File: src/rtl/core/hdlf_pkg.sv
`timescale 1ns / 1ps

package hdlf_pkg;

  localparam int unsigned BytesPerLine = 16;
  localparam int unsigned FillW        = $clog2(BytesPerLine);
  localparam int unsigned CountW       = FillW + 1;
  localparam int unsigned AddrW        = 64;
  localparam int unsigned NibbleCnt    = AddrW / 4;
  localparam int unsigned CharW        = 7;

  localparam logic CmdData = 1'b0;
  localparam logic CmdEnd  = 1'b1;

  localparam logic [CharW-1:0] ChColon  = CharW'(8'h3A);
  localparam logic [CharW-1:0] ChSpace  = CharW'(8'h20);
  localparam logic [CharW-1:0] ChZero   = CharW'(8'h30);
  localparam logic [CharW-1:0] ChBar    = CharW'(8'h7C);
  localparam logic [CharW-1:0] ChDot    = CharW'(8'h2E);
  localparam logic [CharW-1:0] ChTilde  = CharW'(8'h7E);
  localparam logic [CharW-1:0] ChCr     = CharW'(8'h0D);
  localparam logic [CharW-1:0] ChLf     = CharW'(8'h0A);
  localparam logic [CharW-1:0] ChUpperA = CharW'(8'h41);

  typedef enum logic [2:0] {
    S_IDLE,
    S_ADDR,
    S_BYTE,
    S_PAD,
    S_BAR,
    S_ASCII,
    S_CR,
    S_LF
  } state_e;

  typedef struct packed {
    logic [CharW-1:0] character;
    logic             run_last;
  } beat_t;

  function automatic logic [CharW-1:0] hex_char(input logic [3:0] nib);
    logic [CharW-1:0] res;
    if (nib < 4'd10) begin
      res = ChZero + CharW'(nib);
    end else begin
      res = ChUpperA + CharW'(nib - 4'd10);
    end
    return res;
  endfunction

  function automatic logic [CharW-1:0] shown_char(input logic [7:0] b);
    logic [CharW-1:0] res;
    if (b >= 8'h20 && b <= {1'b0, ChTilde}) begin
      res = b[CharW-1:0];
    end else begin
      res = ChDot;
    end
    return res;
  endfunction

endpackage

File: src/rtl/core/hex_dump_line_formatter_unit.sv
`timescale 1ns / 1ps
// An accepted item leaves idle and its characters pass through a registered output stage, one
// character per cycle while out_stall_i is low; no new item is taken until its last character is
// pushed. Characters per item: 3 mid-line, 21 when it opens a line, 19 more when it fills one; an
// end command on n held bytes gives 3 * (16 - n) + n + 3, on an empty line none.
// Reset: sequencer idle, line empty, line address zero; the line buffer is not cleared.
module hex_dump_line_formatter_unit (
  input  logic                         clk_i,
  input  logic                         rst_ni,
  input  logic                         cfg_we_i,
  input  logic [hdlf_pkg::AddrW-1:0]   cfg_wdata_i,
  input  logic                         in_valid_i,
  output logic                         in_stall_o,
  input  logic                         command_i,
  input  logic [7:0]                   data_byte_i,
  output logic                         out_valid_o,
  input  logic                         out_stall_i,
  output logic [hdlf_pkg::CharW-1:0]   character_o,
  output logic                         run_last_o
);
  import hdlf_pkg::*;

  state_e              state_q, state_d;
  logic [FillW-1:0]    fill_q, fill_d;
  logic [AddrW-1:0]    addr_q, addr_d;
  logic [4:0]          cnt_q, cnt_d;
  logic [FillW-1:0]    idx_q, idx_d;
  logic [CountW-1:0]   n_q, n_d;
  logic                full_q, full_d;
  logic [7:0]          byte_q;
  logic [7:0]          rd_data_q;
  logic [7:0]          mem [BytesPerLine];

  logic   accept, slot_free, fire, ascii_last;
  beat_t  beat;

  assign accept     = in_valid_i && !in_stall_o;
  assign in_stall_o = (state_q != S_IDLE);
  assign fire       = (state_q != S_IDLE) && slot_free;
  assign ascii_last = ({1'b0, idx_q} + CountW'(1)) == n_q;

  // next state
  always_comb begin
    state_d = state_q;
    unique case (state_q)
      S_IDLE: begin
        if (accept) begin
          if (command_i == CmdEnd) begin
            state_d = (fill_q != '0) ? S_PAD : S_IDLE;
          end else begin
            state_d = (fill_q == '0) ? S_ADDR : S_BYTE;
          end
        end
      end
      S_ADDR:  if (fire && cnt_q == 5'(NibbleCnt + 1)) state_d = S_BYTE;
      S_BYTE:  if (fire && cnt_q == 5'd2) state_d = full_q ? S_BAR : S_IDLE;
      S_PAD:   if (fire && cnt_q == 5'd2 && idx_q == FillW'(BytesPerLine - 1)) state_d = S_BAR;
      S_BAR:   if (fire) state_d = S_ASCII;
      S_ASCII: if (fire && ascii_last) state_d = S_CR;
      S_CR:    if (fire) state_d = S_LF;
      S_LF:    if (fire) state_d = S_IDLE;
      default: state_d = S_IDLE;
    endcase
  end

  // outputs
  always_comb begin
    beat.character = ChSpace;
    beat.run_last  = 1'b0;
    unique case (state_q)
      S_ADDR: begin
        if (cnt_q < 5'(NibbleCnt)) begin
          beat.character = hex_char(addr_q[{~cnt_q[3:0], 2'b00} +: 4]);
        end else if (cnt_q == 5'(NibbleCnt)) begin
          beat.character = ChColon;
        end
      end
      S_BYTE: begin
        if (cnt_q == 5'd0) begin
          beat.character = hex_char(byte_q[7:4]);
        end else if (cnt_q == 5'd1) begin
          beat.character = hex_char(byte_q[3:0]);
        end else begin
          beat.run_last = !full_q;
        end
      end
      S_PAD:   if (cnt_q != 5'd2) beat.character = ChZero;
      S_BAR:   beat.character = ChBar;
      S_ASCII: beat.character = shown_char(rd_data_q);
      S_CR:    beat.character = ChCr;
      S_LF: begin
        beat.character = ChLf;
        beat.run_last  = 1'b1;
      end
      S_IDLE:  beat.character = ChSpace;
      default: beat.character = ChSpace;
    endcase
  end

  // counters, fill and line address
  always_comb begin
    cnt_d  = cnt_q;
    idx_d  = idx_q;
    n_d    = n_q;
    full_d = full_q;
    fill_d = fill_q;
    addr_d = addr_q;
    if (accept) begin
      cnt_d = '0;
      if (command_i == CmdEnd) begin
        idx_d = fill_q;
        n_d   = {1'b0, fill_q};
        if (fill_q != '0) fill_d = '0;
      end else begin
        full_d = (fill_q == FillW'(BytesPerLine - 1));
        n_d    = CountW'(BytesPerLine);
        fill_d = fill_q + FillW'(1);
      end
    end else if (fire) begin
      case (state_q)
        S_ADDR:  cnt_d = (cnt_q == 5'(NibbleCnt + 1)) ? 5'd0 : cnt_q + 5'd1;
        S_BYTE:  cnt_d = (cnt_q == 5'd2) ? 5'd0 : cnt_q + 5'd1;
        S_PAD: begin
          if (cnt_q == 5'd2) begin
            cnt_d = '0;
            idx_d = idx_q + FillW'(1);
          end else begin
            cnt_d = cnt_q + 5'd1;
          end
        end
        S_BAR:   idx_d = '0;
        S_ASCII: if (!ascii_last) idx_d = idx_q + FillW'(1);
        S_LF:    addr_d = addr_q + AddrW'(BytesPerLine);
        default: cnt_d = cnt_q;
      endcase
    end
    if (cfg_we_i) begin
      addr_d = cfg_wdata_i;
    end
  end

  always_ff @(posedge clk_i or negedge rst_ni) begin
    if (!rst_ni) begin
      state_q <= S_IDLE;
      fill_q  <= '0;
      addr_q  <= '0;
      cnt_q   <= '0;
      idx_q   <= '0;
      n_q     <= '0;
      full_q  <= 1'b0;
    end else begin
      state_q <= state_d;
      fill_q  <= fill_d;
      addr_q  <= addr_d;
      cnt_q   <= cnt_d;
      idx_q   <= idx_d;
      n_q     <= n_d;
      full_q  <= full_d;
    end
  end

  always_ff @(posedge clk_i) begin
    if (accept && command_i == CmdData) begin
      byte_q <= data_byte_i;
    end
  end

  // Line buffer: written on a data beat, read one entry ahead of the ASCII column.
  // Writes land many cycles before the close reads them, so no forwarding is needed.
  always_ff @(posedge clk_i) begin
    if (accept && command_i == CmdData) begin
      mem[fill_q] <= data_byte_i;
    end
  end

  always_ff @(posedge clk_i) begin
    rd_data_q <= mem[idx_d];
  end

  hdlf_out_stage u_out (
    .clk_i       (clk_i),
    .rst_ni      (rst_ni),
    .push_i      (fire),
    .beat_i      (beat),
    .slot_free_o (slot_free),
    .out_valid_o (out_valid_o),
    .out_stall_i (out_stall_i),
    .character_o (character_o),
    .run_last_o  (run_last_o)
  );

  a_fill_only_on_accept: assert property (@(posedge clk_i) disable iff (!rst_ni)
    !accept |=> $stable(fill_q))
    else $error("fill count moved without an input beat");

  a_ascii_in_range: assert property (@(posedge clk_i) disable iff (!rst_ni)
    (state_q == S_ASCII) |-> ({1'b0, idx_q} < n_q))
    else $error("ASCII column index beyond held bytes");

  a_addr_stable: assert property (@(posedge clk_i) disable iff (!rst_ni)
    (!cfg_we_i && !(fire && state_q == S_LF)) |=> $stable(addr_q))
    else $error("line address changed outside a line close or write");

  a_lf_ends_item: assert property (@(posedge clk_i) disable iff (!rst_ni)
    (fire && state_q == S_LF) |=> (state_q == S_IDLE && fill_q == '0))
    else $error("line close did not return to idle with an empty line");

  a_close_empty_fill: assert property (@(posedge clk_i) disable iff (!rst_ni)
    (state_q == S_BAR) |-> (fill_q == '0))
    else $error("line closing while bytes still counted");

endmodule

File: src/rtl/core/hdlf_out_stage.sv
`timescale 1ns / 1ps

module hdlf_out_stage (
  input  logic                         clk_i,
  input  logic                         rst_ni,
  input  logic                         push_i,
  input  hdlf_pkg::beat_t              beat_i,
  output logic                         slot_free_o,
  output logic                         out_valid_o,
  input  logic                         out_stall_i,
  output logic [hdlf_pkg::CharW-1:0]   character_o,
  output logic                         run_last_o
);
  import hdlf_pkg::*;

  logic  valid_q, valid_d;
  beat_t beat_q;

  assign slot_free_o = !valid_q || !out_stall_i;

  always_comb begin
    valid_d = valid_q;
    if (push_i) begin
      valid_d = 1'b1;
    end else if (!out_stall_i) begin
      valid_d = 1'b0;
    end
  end

  always_ff @(posedge clk_i or negedge rst_ni) begin
    if (!rst_ni) begin
      valid_q <= 1'b0;
    end else begin
      valid_q <= valid_d;
    end
  end

  always_ff @(posedge clk_i) begin
    if (push_i) begin
      beat_q <= beat_i;
    end
  end

  assign out_valid_o = valid_q;
  assign character_o = beat_q.character;
  assign run_last_o  = beat_q.run_last;

endmodule

File: config.mk
export PLATFORM = sky130hd
export DESIGN_NAME = hex_dump_line_formatter_unit
export DESIGN_NICKNAME = d
export VERILOG_FILES = /design/src/rtl/core/hdlf_pkg.sv /design/src/rtl/core/hex_dump_line_formatter_unit.sv /design/src/rtl/core/hdlf_out_stage.sv
export SDC_FILE = /design/constraint.sdc
export NUM_CORES = 1
export LEC_CHECK = 0
export BUFFER_PORTS_ARGS = -buffer_cell sky130_fd_sc_hd__buf_2
export CAP_MARGIN = 20
export CELL_PAD_IN_SITES_DETAIL_PLACEMENT = 1
export CELL_PAD_IN_SITES_GLOBAL_PLACEMENT = 1
export CORE_MARGIN = 3
export CORE_UTILIZATION = 49
export CTS_CLUSTER_SIZE = 24
export DETAILED_ROUTE_END_ITERATION = 12
export PLACE_DENSITY = 0.77
export SLEW_MARGIN = 5
export SYNTH_ARGS = -nofsm -noshare
export SYNTH_HDL_FRONTEND = slang
export SYNTH_SLANG_ARGS = --single-unit
export TNS_END_PERCENT = 50
File: constraint.sdc
create_clock -name clk_i -period 4.35 [get_ports clk_i]
set_input_delay 0.435 -clock clk_i [delete_from_list [all_inputs] [get_ports clk_i]]
set_output_delay 0.435 -clock clk_i [all_outputs]
set_load 0.005 [all_outputs]
==> results.yml <==
timing:
  setup_violations: 0
  finalMaxSlewViolations: 0
  worst_slew_pin_slew_ns: 0.854
  timing.hold.ws_ns: 0.118
  max_slew_margin_pct: 42.8
  finalClockSkew_ns: 0.0198
  rsz0062_at_grt: "false"
  finalHoldViolCount: 0
  fin_crit_sh_pct: 88.0
  period_needed_ns: 3.83
  max_freq_mhz: 261
  setup_tns_ns: 0
clocking:
  root_buffer: "clkbuf_16"
  holdBufCountCts: 1
  numCtsBuffers: 26
  h-tree-depth: 1
  post_cts_buffers: 0
  clk_latency_ns: 0.54
  cts_tree: "yes"
  cts_buffer_depth: 3
  cts_resized: 0
  clock-sinks: 239
  path_clk_slew_ns: 0.06
power:
  p_int_mw: 5.30
  leakagePower_nw: 5.56
  vdd_drop_max_uv: 316
  swShare_pct: 35.2
  p_sw_mw: 2.88
  power_mw: 8.18
  power_frac_clock_pct: 28.6
  power_frac_seq_pct: 36.4
  p_per_area_mw_per_mm2: 596
  power_frac_comb_pct: 35.0
synthesis:
  synth_cells: 1024
  async_flop_share_pct: 36.4
  yosysMostFrequentCell: "nand2_1"
  syn-cell-area_sq_mm: 0.0120
  syn-num-nets: 1127
  synth_edf_count: 144
  yosys-top-cells-area: "edfxtp_1 36%, dfrtp_1 18%, mux2i_1 5.8%"
  ys_warn_count: 0
  synth_commonest_cells: "147 x nand2_1, 144 x edfxtp_1, 87 x dfrtp_1"
  synth_seq_cells: 239
  synth_area_leader_cell: "edfxtp_1"
  ys_types: 75
  avgSynthCellArea_sq_um: 11.7
  synth_top_area_share_pct: 36.1
  ys.flop_type: "edfxtp_1"
  yosysSeqAreaShare_pct: 55.6
layout:
  layout.nets: 1223
  areaGrowthSynthToFinish_pct: 14.6
  antennaDiodeCount: 0
  drive_above_1_share_pct: 17.5
  fin_area_sq_mm: 0.0137
  fillers: 2486
  fin_util_pct: 57.9
placement:
  placed_cell_area_sq_mm: 0.0128
  portBuffers: 87
  routabilityCongestion: 0.850
  hpwlAfterDp_um: 22900
global_route:
  grt_pass1_wl_um: 52200
  grt_max_degree: 125
  grt_pass1_vias: 8944
  track_usage_pct: 25.3
  grt-ovfl-total: 0
  antenna_found_initial: 0
worst_setup_path:
  worstPathMaxFanout: 32
  reg2regPathDepth: 11
  crit_path_start_kind: "flip-flop"
  required_ns: 4.77
  endpoint_kind: "flip-flop"
  arrival_ns: 4.25
  crit_type: "flip-flop to flip-flop"
detailed_routing:
  drt_iter0_markers: 648
  dr.pass1.iters: 5
  routed_wl_um: 32900
  antenna_left: 0
  drc: 0
  wl_per_cell_um: 22.5
  vias: 8597
  via_per_inst: 5.89
min_path:
  whs_path_depth: 3
  hold_path.class: "input port to flip-flop"
floorplan:
  row_count: 56
  die_w_um: 162
  die_h_um: 162
  start_util_pct: 50.5
  io_pins: 88
  core_sq_mm: 0.0238
  die_area_sq_mm: 0.0264
run_status:
  outcome: "complete, no violations"
job:
  maxCapViolCount: 0
[worst paths after layout]
kind                                  startpoint                endpoint  slack (ns)
max                           idx_q[0]$_DFF_PN0_    rd_data_q[0]$_DFF_P_        0.52
min                              cfg_wdata_i[23]  addr_q[23]$_DFFE_PN0P_        0.12
max reg2reg                   idx_q[0]$_DFF_PN0_    rd_data_q[0]$_DFF_P_        0.52
min reg2reg                addr_q[3]$_DFFE_PN0P_   addr_q[3]$_DFFE_PN0P_        0.51
max in group asynchronous                 rst_ni  addr_q[11]$_DFFE_PN0P_        2.79
min in group asynchronous                 rst_ni  addr_q[39]$_DFFE_PN0P_        0.51
[power groups by stage]
stage	clock network [mW]	registers, mW	logic (mW)
2_1_floorplan	0	2.89	2.07
5_1_grt	2.48	3.01	3.12
6_report	2.34	2.98	2.86
4_1_cts	2.38	2.98	2.85
3_3_place_gp	0	3.00	2.69
3_5_place_dp	0	3.02	2.81
[layer usage]
| metal | GRT usage, % | routed length (um) | vias up |
|---|---|---|---|
| met3 | 3.33 | 1430 | 44 |
| met1 | 36.2 | 14600 | 4393 |
| met4 | 5.82 | 685 | 0 |
| li1 | - | - | 3968 |
| met5 | 0 | 0 | - |
| met2 | 41.6 | 16200 | 192 |
[sequential cells by signal, summed over array words and instances, names as in the netlist, 3 cells and up]
name / flops
addr_q: 64
cnt_q: 5
state_q: 3
mem: 128
rd_data_q: 8
idx_q: 4
n_q: 5
byte_q: 8
fill_q: 4
u_out.character_o: 7
[critical path: stages, from the launching register on]
cell	delay (ns)
dfrtp_1	0.45
ha_1	0.31
xor2_1	0.19
o32a_1	0.33
a2111o_1	0.42
o211ai_1	0.16
o211a_4	0.58
buf_4	0.32
buf_4	0.20
mux2i_1	0.24
o22ai_1	0.12
or3_1	0.37
[area by class of cell]
| class | count | area, sq um | share of cell area (%) |
|---|---|---|---|
| Clock buffer | 31 | 701 | 5.10 |
| Timing Repair Buffer | 113 | 651 | 4.73 |
| Tap cell | 319 | 399 | 2.90 |
| Sequential cell | 239 | 6660 | 48.5 |
| Multi-Input combinational cell | 713 | 5020 | 36.5 |
| Clock inverter | 17 | 209 | 1.52 |
| Inverter | 27 | 104 | 0.756 |
[cell usage in the layout (no fill, tap or decap), types with 5 or more instances in the layout]
master	count
clkbuf_16	27
nor2b_1	5
nand2b_1	6
and2_1	7
mux2_2	6
dfrtp_1	87
ha_1	25
or3_1	9
a21o_1	5
o21ai_1	7
nor2_1	40
mux4_2	20
clkinv_2	5
xor2_1	44
o22ai_1	20
a21oi_1	24
inv_1	26
and3_1	19
buf_2	85
nand2_1	147
o21ai_0	77
nand4_1	19
clkinv_1	5
o22a_1	9
mux2i_1	70
buf_4	26
edfxtp_1	144
nor3_1	16
xnor2_1	32
bufinv_16	5
nand3_1	35
o221ai_1	8
dfxtp_1	8
[stage by stage]
stage               cells  setup WS, ns
detailed placement   1409         0.539
floorplan            1024          1.21
global placement     1409         0.736
global route         1459         0.374
finish               1459         0.523
CTS                  1458         0.503
[cell families after synthesis]
group	share of synthesized area, %
simple gates	14.0
xor+xnor	5.55
fa+ha+maj	2.61
compound gates	9.39
mux	10.2
flops	55.6
buf+inv	2.75
Power figures use the tool's default switching activity.
